**src/rtl/core/mgwa_pkg.sv**
```systemverilog
// Package for the median gated window average block.
// Holds the fixed field widths and shared constants; no dependencies.
package mgwa_pkg;
    localparam int unsigned SAMPLE_W = 12;
    localparam int unsigned FRAC_W   = 12;
    localparam int unsigned FRAC_SH  = 8;
    localparam int unsigned THR_W    = 16;
    localparam logic [FRAC_W-1:0] FRAC_RESET = 12'd256;
endpackage

```
**src/rtl/core/median_gated_window_average.sv**
```systemverilog
// Channel | Dir | tdata bits (low first)
// s (in)  | in  | [11:0] sample, [15:12] zero
// m (out) | out | [11:0] filtered, [15:12] zero
// cfg     | in  | i_cfg_wdata [11:0] outlier_fraction, Q4.8
// The time an item takes grows with the number of samples in the window and is shorter
// when no sample lies in the band, set by the single read port of the window memory
// walked by the median rank search.
// One item is worked on at a time.
// Reset is synchronous and active low; there is no memory clearing pass.
// A result waits in the output register while the next item is taken.
// Top level of the median gated window average; uses mgwa_pkg, mgwa_mem, mgwa_div.
module median_gated_window_average
    import mgwa_pkg::*;
#(
    parameter int unsigned DEPTH = 16
) (
    input  logic        i_clk,
    input  logic        i_rst_n,
    input  logic        i_s_tvalid,
    output logic        o_s_tready,
    input  logic [15:0] i_s_tdata,   // [11:0] sample
    output logic        o_m_tvalid,
    input  logic        i_m_tready,
    output logic [15:0] o_m_tdata,   // [11:0] filtered
    input  logic        i_cfg_we,
    input  logic [11:0] i_cfg_wdata
);
    localparam int unsigned AW = (DEPTH > 1) ? $clog2(DEPTH) : 1;
    localparam int unsigned CW = $clog2(DEPTH + 1);
    localparam int unsigned SW = SAMPLE_W + CW;

    typedef enum logic [3:0] {
        S_IDLE, S_MM, S_THR, S_CAND, S_CANDW, S_RANK, S_CHK,
        S_MED, S_BAND, S_DIVST, S_DIV, S_DONE
    } t_state;

    t_state              r_state;
    logic [FRAC_W-1:0]   r_frac;
    logic [AW-1:0]       r_slot;
    logic [CW-1:0]       r_fill;
    logic [CW-1:0]       r_i;
    logic [CW-1:0]       r_j;
    logic                r_pend;
    logic [SAMPLE_W-1:0] r_lo, r_hi, r_cand, r_m1, r_m2, r_med, r_res;
    logic [THR_W-1:0]    r_thr;
    logic [CW-1:0]       r_less, r_leq, r_cnt;
    logic [SW-1:0]       r_sum;
    logic                r_out_vld;
    logic [SAMPLE_W-1:0] r_out;

    logic                w_acc, w_issue, w_sweep_done, w_div_start, w_div_done;
    logic [AW-1:0]       w_raddr;
    logic [SAMPLE_W-1:0] w_rdata;
    logic [SW-1:0]       w_quot;
    logic [CW-1:0]       w_k1, w_k2;
    logic [THR_W:0]      w_vt, w_mt;
    logic [2*SAMPLE_W-1:0] w_prod;

    assign w_acc   = i_s_tvalid && o_s_tready;
    assign w_issue = (r_state == S_MM || r_state == S_RANK || r_state == S_BAND)
                     && (r_j < r_fill);
    assign w_sweep_done = (r_j == r_fill) && !r_pend;
    assign w_raddr = (r_state == S_CAND) ? r_i[AW-1:0] : r_j[AW-1:0];
    assign w_k1 = (r_fill - 1'b1) >> 1;
    assign w_k2 = r_fill >> 1;
    assign w_vt = (THR_W+1)'(w_rdata) + (THR_W+1)'(r_thr);
    assign w_mt = (THR_W+1)'(r_med) + (THR_W+1)'(r_thr);
    assign w_prod = (r_hi - r_lo) * r_frac;
    assign w_div_start = (r_state == S_DIVST);

    mgwa_mem #(.DEPTH(DEPTH), .AW(AW)) u_mem (
        .i_clk  (i_clk),
        .i_we   (w_acc),
        .i_waddr(r_slot),
        .i_wdata(i_s_tdata[SAMPLE_W-1:0]),
        .i_raddr(w_raddr),
        .o_rdata(w_rdata)
    );

    mgwa_div #(.NW(SW), .DW(CW)) u_div (
        .i_clk  (i_clk),
        .i_rst_n(i_rst_n),
        .i_start(w_div_start),
        .i_num  (r_sum),
        .i_den  (r_cnt),
        .o_done (w_div_done),
        .o_quot (w_quot)
    );

    always_ff @(posedge i_clk) begin
        if (!i_rst_n) begin
            r_state   <= S_IDLE;
            r_frac    <= FRAC_RESET;
            r_slot    <= '0;
            r_fill    <= '0;
            r_pend    <= 1'b0;
            r_out_vld <= 1'b0;
        end else begin
            if (i_cfg_we) begin
                r_frac <= i_cfg_wdata;
            end
            if (o_m_tvalid && i_m_tready) begin
                r_out_vld <= 1'b0;
            end
            r_pend <= w_issue;
            if (w_issue) begin
                r_j <= r_j + 1'b1;
            end
            unique case (r_state)
                S_IDLE: begin
                    if (w_acc) begin
                        r_slot  <= (r_slot == AW'(DEPTH - 1)) ? '0 : r_slot + 1'b1;
                        if (r_fill != CW'(DEPTH)) begin
                            r_fill <= r_fill + 1'b1;
                        end
                        r_j     <= '0;
                        r_lo    <= '1;
                        r_hi    <= '0;
                        r_state <= S_MM;
                    end
                end
                S_MM: begin
                    if (r_pend) begin
                        if (w_rdata < r_lo) r_lo <= w_rdata;
                        if (w_rdata > r_hi) r_hi <= w_rdata;
                    end
                    if (w_sweep_done) r_state <= S_THR;
                end
                S_THR: begin
                    r_thr   <= w_prod[FRAC_SH +: THR_W];
                    r_i     <= '0;
                    r_state <= S_CAND;
                end
                S_CAND: begin
                    r_state <= S_CANDW;
                end
                S_CANDW: begin
                    r_cand  <= w_rdata;
                    r_j     <= '0;
                    r_less  <= '0;
                    r_leq   <= '0;
                    r_state <= S_RANK;
                end
                S_RANK: begin
                    if (r_pend) begin
                        if (w_rdata < r_cand)  r_less <= r_less + 1'b1;
                        if (w_rdata <= r_cand) r_leq  <= r_leq + 1'b1;
                    end
                    if (w_sweep_done) r_state <= S_CHK;
                end
                S_CHK: begin
                    if (r_less <= w_k1 && w_k1 < r_leq) r_m1 <= r_cand;
                    if (r_less <= w_k2 && w_k2 < r_leq) r_m2 <= r_cand;
                    r_i <= r_i + 1'b1;
                    r_state <= (r_i + 1'b1 == r_fill) ? S_MED : S_CAND;
                end
                S_MED: begin
                    r_med   <= SAMPLE_W'(({1'b0, r_m1} + {1'b0, r_m2}) >> 1);
                    r_j     <= '0;
                    r_sum   <= '0;
                    r_cnt   <= '0;
                    r_state <= S_BAND;
                end
                S_BAND: begin
                    if (r_pend && w_vt >= (THR_W+1)'(r_med)
                        && (THR_W+1)'(w_rdata) <= w_mt) begin
                        r_sum <= r_sum + SW'(w_rdata);
                        r_cnt <= r_cnt + 1'b1;
                    end
                    if (w_sweep_done) begin
                        r_state <= S_DIVST;
                    end
                end
                S_DIVST: begin
                    if (r_cnt == '0) begin
                        r_res   <= r_med;
                        r_state <= S_DONE;
                    end else begin
                        r_state <= S_DIV;
                    end
                end
                S_DIV: begin
                    if (w_div_done) begin
                        r_res   <= w_quot[SAMPLE_W-1:0];
                        r_state <= S_DONE;
                    end
                end
                S_DONE: begin
                    if (!r_out_vld) begin
                        r_out_vld <= 1'b1;
                        r_out     <= r_res;
                        r_state   <= S_IDLE;
                    end
                end
                default: r_state <= S_IDLE;
            endcase
        end
    end

    assign o_s_tready = (r_state == S_IDLE);
    assign o_m_tvalid = r_out_vld;
    assign o_m_tdata  = {4'b0000, r_out};
endmodule

```
**src/rtl/core/mgwa_mem.sv**
```systemverilog
// Window sample memory: one write port and one read port, registered read.
// Depends on mgwa_pkg.
module mgwa_mem
    import mgwa_pkg::*;
#(
    parameter int unsigned DEPTH = 16,
    parameter int unsigned AW    = 4
) (
    input  logic                i_clk,
    input  logic                i_we,
    input  logic [AW-1:0]       i_waddr,
    input  logic [SAMPLE_W-1:0] i_wdata,
    input  logic [AW-1:0]       i_raddr,
    output logic [SAMPLE_W-1:0] o_rdata
);
    logic [SAMPLE_W-1:0] r_mem [DEPTH];
    logic [SAMPLE_W-1:0] r_rdata;

    always_ff @(posedge i_clk) begin
        if (i_we) begin
            r_mem[i_waddr] <= i_wdata;
        end
        r_rdata <= r_mem[i_raddr];
    end

    assign o_rdata = r_rdata;
endmodule

```
**src/rtl/core/mgwa_div.sv**
```systemverilog
// Restoring divider, one quotient bit per cycle.
// Depends on mgwa_pkg.
module mgwa_div
    import mgwa_pkg::*;
#(
    parameter int unsigned NW = 17,
    parameter int unsigned DW = 5
) (
    input  logic          i_clk,
    input  logic          i_rst_n,
    input  logic          i_start,
    input  logic [NW-1:0] i_num,
    input  logic [DW-1:0] i_den,
    output logic          o_done,
    output logic [NW-1:0] o_quot
);
    localparam int unsigned SCW = $clog2(NW + 1);

    logic [NW-1:0]  r_q;
    logic [DW:0]    r_rem;
    logic [DW-1:0]  r_den;
    logic [SCW-1:0] r_steps;
    logic           r_busy;
    logic           r_done;
    logic [DW:0]    w_shift;
    logic [DW+1:0]  w_trial;

    assign w_shift = {r_rem[DW-1:0], r_q[NW-1]};
    assign w_trial = {1'b0, w_shift} - {2'b00, r_den};

    always_ff @(posedge i_clk) begin
        if (!i_rst_n) begin
            r_busy <= 1'b0;
            r_done <= 1'b0;
        end else begin
            r_done <= 1'b0;
            if (i_start) begin
                r_busy  <= 1'b1;
                r_q     <= i_num;
                r_rem   <= '0;
                r_den   <= i_den;
                r_steps <= SCW'(NW);
            end else if (r_busy) begin
                if (!w_trial[DW+1]) begin
                    r_rem <= w_trial[DW:0];
                    r_q   <= {r_q[NW-2:0], 1'b1};
                end else begin
                    r_rem <= w_shift;
                    r_q   <= {r_q[NW-2:0], 1'b0};
                end
                r_steps <= r_steps - 1'b1;
                if (r_steps == SCW'(1)) begin
                    r_busy <= 1'b0;
                    r_done <= 1'b1;
                end
            end
        end
    end

    assign o_done = r_done;
    assign o_quot = r_q;
endmodule

```
**config.mk**
```make
export PLATFORM = sky130hd
export DESIGN_NAME = median_gated_window_average
export DESIGN_NICKNAME = d
export VERILOG_FILES = /design/src/rtl/core/mgwa_pkg.sv /design/src/rtl/core/median_gated_window_average.sv /design/src/rtl/core/mgwa_mem.sv /design/src/rtl/core/mgwa_div.sv
export SDC_FILE = /design/constraint.sdc
export NUM_CORES = 1
export LEC_CHECK = 0
export ABC_AREA = 1
export BUFFER_PORTS_ARGS = -buffer_cell sky130_fd_sc_hd__clkbuf_2
export CAP_MARGIN = 10
export CORE_ASPECT_RATIO = 1.2
export CORE_MARGIN = 1.5
export CORE_UTILIZATION = 37
export CTS_BUF_LIST = sky130_fd_sc_hd__clkbuf_4 sky130_fd_sc_hd__clkbuf_8
export CTS_CLUSTER_DIAMETER = 120
export DETAILED_ROUTE_END_ITERATION = 10
export HOLD_SLACK_MARGIN = 0.03
export PLACE_DENSITY_LB_ADDON = 0.2
export RECOVER_POWER = 25
export SLEW_MARGIN = 20
export SYNTH_ARGS = -nofsm -noshare
export SYNTH_HDL_FRONTEND = slang
export SYNTH_HIERARCHICAL = 1
export SYNTH_SLANG_ARGS = --single-unit
```
**constraint.sdc**
```tcl
create_clock -name i_clk -period 14.9 [get_ports i_clk]
set_input_delay 0.745 -clock i_clk [delete_from_list [all_inputs] [get_ports i_clk]]
set_output_delay 0.745 -clock i_clk [all_outputs]
set_load 0.02 [all_outputs]
```
Yosys cells after proc, flatten, opt, wreduce, memory -nomap -nowiden

Memories as Yosys holds them, arrays and structs flattened. A register that Yosys moved wholly into a read port is not among the register bits.
Cells that the tools add are included.

Memory bits (writable): 192
Memories: 1
Logic and storage cells: 178
Output and inout port bits: 18
Register bits after elaboration: 215

Equal/unequal tests: 30
Multipliers: 1
Add/subtract/negate cells: 15
Multiplexer cells: 51
Magnitude comparators: 11
Bitwise operators: 3
Reduce and logical (&&, ||, !) cells: 39

Memory list:

| name        | words | bits a word | read ports | clocked after memory_dff | wr ports | line           | source |
|---|---|---|---|---|---|---|---|
| u_mem.r_mem | 16    | 12          | 1          | 1                        | 1        | mgwa_mem.sv:16 | `logic [SAMPLE_W-1:0] r_mem [DEPTH];` |

Operators with widths:

| cell                                                            | count |
|---|---|
| 12-bit two-way mux                                              | 8 |
| 12-bit one-hot mux with 2 select lines                          | 3 |
| 17-bit two-way mux                                              | 3 |
| 5-bit two-way mux                                               | 10 |
| 5-bit one-hot mux with 2 select lines                           | 5 |
| 4-bit one-hot mux with 12 select lines                          | 1 |
| 12-bit by 16-bit adder with 17-bit output                       | 2 |
| 17-bit one-hot mux with 2 select lines                          | 1 |
| 4-bit two-way mux                                               | 8 |
| 5-bit by 1-bit adder with 5-bit output, second input constant   | 6 |
| 12-bit < comparator                                             | 2 |
| 13-bit by 13-bit multiplier with 24-bit output                  | 1 |
| 4-bit == test, second input constant                            | 5 |
| 17-bit by 12-bit adder with 17-bit output                       | 1 |
| 17-bit by 12-bit >= comparator with 1-bit output                | 1 |
| 12-bit by 17-bit <= comparator with 1-bit output                | 1 |
| 4-bit by 3-bit == test with 1-bit output, second input constant | 4 |
| 3-bit AND reduction                                             | 5 |
| 2-bit by 1-bit != test with 1-bit output, second input constant | 7 |
| 2-bit != test, second input constant                            | 7 |
| 2-bit AND reduction                                             | 7 |
| 12-bit by 12-bit adder with 13-bit output                       | 1 |
| 12-bit by 12-bit subtractor with 13-bit output                  | 1 |
| 12-bit greater-than comparator                                  | 1 |
| other kinds (26)                                                | 59 |

Logic depth before layout (Yosys ltp)

Depth in word-level cells: 7
Gate-level depth with buffers: 32
Mapped depth without buffers: 32

Cells and area by module

Netlist, hierarchy kept.

Modules (own cells, without submodules):

| module                      | cells each | area an instance (sq um) | instances |
|---|---|---|---|
| median_gated_window_average | 2010       | 17474.3                  | 1 |
| mgwa_mem                    | 813        | 8562.0                   | 1 |
| mgwa_div                    | 166        | 1651.6                   | 1 |

Least setup slack after synthesis

Ideal clock, no wire load.

Path kind: register to register
Start point: register r_lo[0]
End point: register r_thr[15] (data pin)
Path slack: 8461 ps
Setup time: 252 ps
Data arrival time: 6186 ps
Period minus slack after synthesis: 6439 ps
Stages on the path, launching flop included: 27
Cell sequence: edfxtp_1 -> ha_1 -> fa_1 -> o21ai_1 -> o21ai_2 -> nand3b_2 -> nand3_2 -> nor2_1 -> fa_1 -> fa_1 -> inv_1 -> fa_1 -> inv_1 -> fa_1 -> inv_1 -> fa_1 -> inv_1 -> ha_1 -> inv_1 -> nor4_1 -> nand2_1 -> nor4_1 -> inv_1 -> o21bai_1 -> inv_1 -> nand2_1 -> nand2_1

Longest elaborated chain between the ends: 2

RTL lines:

| element                                        | line                               | source |
|---|---|---|
| start: declaration                             | median_gated_window_average.sv:44  | `logic [SAMPLE_W-1:0] r_lo, r_hi, r_cand, r_m1, r_m2, r_med, r_res;` |
| start signal: assignment                       | median_gated_window_average.sv:124 | `if (w_rdata < r_lo) r_lo <= w_rdata;` |
| 12-bit by 12-bit subtractor with 13-bit output | median_gated_window_average.sv:68  | `assign w_prod = (r_hi - r_lo) * r_frac;` |
| 13-bit by 13-bit multiplier with 24-bit output | median_gated_window_average.sv:68  |  |
| named net w_prod[23]                           | median_gated_window_average.sv:57  | `logic [2*SAMPLE_W-1:0] w_prod;` |
| end signal: assignment                         | median_gated_window_average.sv:130 | `r_thr <= w_prod[FRAC_SH +: THR_W];` |
| end: declaration                               | median_gated_window_average.sv:45  | `logic [THR_W-1:0] r_thr;` |

The timed path passes the listed nets, and every way through them passes these cells.
A chain may end at the register's enable or synchronous reset.

Worst setup path after layout

Same ends and word-level chain as after synthesis.

==> results.tsv <==
metric	value	unit
status	finished, final reports clean	
slew_headroom	26.93	%
die_x	252.7	microns
synth_edf_count	378	
ys_seq_elements	419	
wl_met1	29430	microns
dr_wl_met3	3144	microns
min_path_type	in2reg	
viasPerCell	4.834	
drc	0	
syn_avg_cell_area	9.263	sq um
clock_path_buffers	3	
clock-root-buffer	clkbuf_8	
drt_first_pass_iters	6	
syn-cell-area	0.02769	sq mm
routed_wl	67220	microns
gp_congestion	0.8604	
path_class	reg2reg	
crit_path_max_incr_delay	0.83	ns
initial_core_util	37.46	%
fp.dieArea	0.07649	sq mm
final_cell_mix	631 x nand2_1, 582 x inv_1, 378 x edfxtp_1, 218 x nand3_1, 217 x nor2_1	
ys_seq_area_share	43.96	%
setup_slack	7.528	ns
place_hpwl	48800	microns
setup_viol	0	
syn_to_final_growth	10.73	%
layout_commonest_cell	nand2_1	
rsz0062_at_grt	false	
seq_area	0.01217	sq mm
num_rows	109	
routed-wl-met2	33090	microns
clock_sinks	419	
layout-drive-gt1-share	8.543	%
grt_pass1_wl	106500	microns
cpMostUsedCell	inv_1	
startpoint_type	flip-flop	
cts_tree	done	
critPathMaxFanout	8	
cts_hold_buf	0	
period_share	49.48	%
ys_async_sr_fraction	0	%
core-area	0.07392	sq mm
slowest_stage	fa_1	
vias	20002	
antenna_left	0	
worstMarginPinSlew	1.095	ns
fp.dieH	302.7	microns
io_pins	51	
grt-ovfl-total	0	
slew_violations	0	
multi_input_area	0.01299	sq mm
period_needed	7.372	ns
grt_max_degree	79	
ys_types	62	
nFillCells	7383	
cts_buffers	76	
cts_resized	0	
drt-initial-drc-count	1128	
yosys_warnings	6	
finalHoldViolations	0	
worstSetupEndpointType	flip-flop	
place_ws	7.510	ns
antenna_found_initial	1	
cp.required	15.30	ns
setup_tns	0	ns
clock_skew	0.02242	ns
cts_setup_buffers	0	
maxCapViolations	0	
ys.flop_type	edfxtp_1	
syn_inst	2989	
fmax	135.7	MHz
fin_nets	3461	
cp_data_arrival_time	7.78	ns
grt_pass1_vias	19715	
htree_levels	3	
wl_per_cell	16.24	microns
hold_ws	0.2842	ns
clk_pin_slew	0.06	ns
top_layer	met4	
grt_use_total	17.86	%
clock_latency	0.66	ns
numPortBuffers	42	
==> layer usage <==
layer  up-vias  global-route usage, %
met5         -                      0
met4         0                  5.646
met3       105                  2.908
met2       439                  31.12
met1      9603                  22.63
li1       9855                      -
==> cell usage after synthesis (12+ instances only) <==
master,n,area (sq um)
nand2_1,631,2369
inv_1,582,2185
edfxtp_1,378,11350
nor2_1,219,822.0
nand3_1,218,1091
ha_1,205,2565
a21oi_1,157,785.8
fa_1,145,2903
o21ai_0,80,400.4
dfxtp_1,41,820.8
xor2_1,41,359.1
buf_2,26,130.1
clkbuf_1,24,90.09
nand4_1,24,150.1
xnor2_1,24,210.2
nor3_1,19,95.09
or2_2,13,81.33
o21bai_1,12,90.09
==> through the flow <==
stage	instances	cell area (sq um)	util, %
after floorplan	2992	27700	-
after global placement	3999	29100	39.37
after detailed placement	3999	29100	39.37
after CTS	4136	30650	41.46
after global routing	4138	30660	41.48
final	4138	30660	41.48
==> cell families (layout without fill, tap and decap cells) <==
kind of cell	after synthesis	after routing	share of synthesized area, %
simple gates	1172	1172	18.06
flops	419	419	43.96
other cells	1	6	0.01354
xor+xnor	68	68	2.296
compound gates	314	314	6.467
buf+inv	664	809	9.418
mux	1	1	0.04067
fa+ha+maj	350	350	19.75
==> sequential cells by signal (all words and copies together), names as in the netlist, 12 cells and up <==
name and cells:
r_frac 12, u_mem/o_rdata 12, r_lo 12, u_div/o_quot 17, r_out 12, r_m2 12
r_cand 12, r_hi 12, u_mem/r_mem 192, r_sum 17, r_res 12, r_thr 16
r_med 12, r_m1 12
==> final timing paths <==
check,to,slack [ns],start,depth (start not counted)
worst min-delay path,o_m_tvalid$_SDFF_PN0_,0.28,i_m_tready,2
worst max-delay path,r_thr[15]$_DFFE_PP_,7.53,r_lo[0]$_SDFFCE_PN1P_,26
worst max register to register,r_thr[15]$_DFFE_PP_,7.53,r_lo[0]$_SDFFCE_PN1P_,26
worst min register to register,r_out[6]$_DFFE_PP_,0.42,r_res[6]$_DFFE_PP_,0
==> worst max-delay path: cells and delay by family (launching register included) <==
kind | cells | cell delay [ns]
flops | 1 | 0.39
fa+ha+maj | 8 | 4.05
simple gates | 8 | 1.54
compound gates | 3 | 0.45
buf+inv | 7 | 0.65
==> cell type report <==
| class | count | share of cell area [%] |
|---|---|---|
| diodes | 2 | 0.01632 |
| inverters | 594 | 7.273 |
| repair buffers | 78 | 1.518 |
| well taps | 999 | 4.077 |
| multi-input cells | 1909 | 42.37 |
| clock inverters | 34 | 0.8897 |
| clock buffers | 103 | 4.155 |
| flip-flops and latches | 419 | 39.70 |
Power is left out: the tool's default activity adds up to more than one toggle a clock period on the data nets, which glitch-free logic cannot reach.
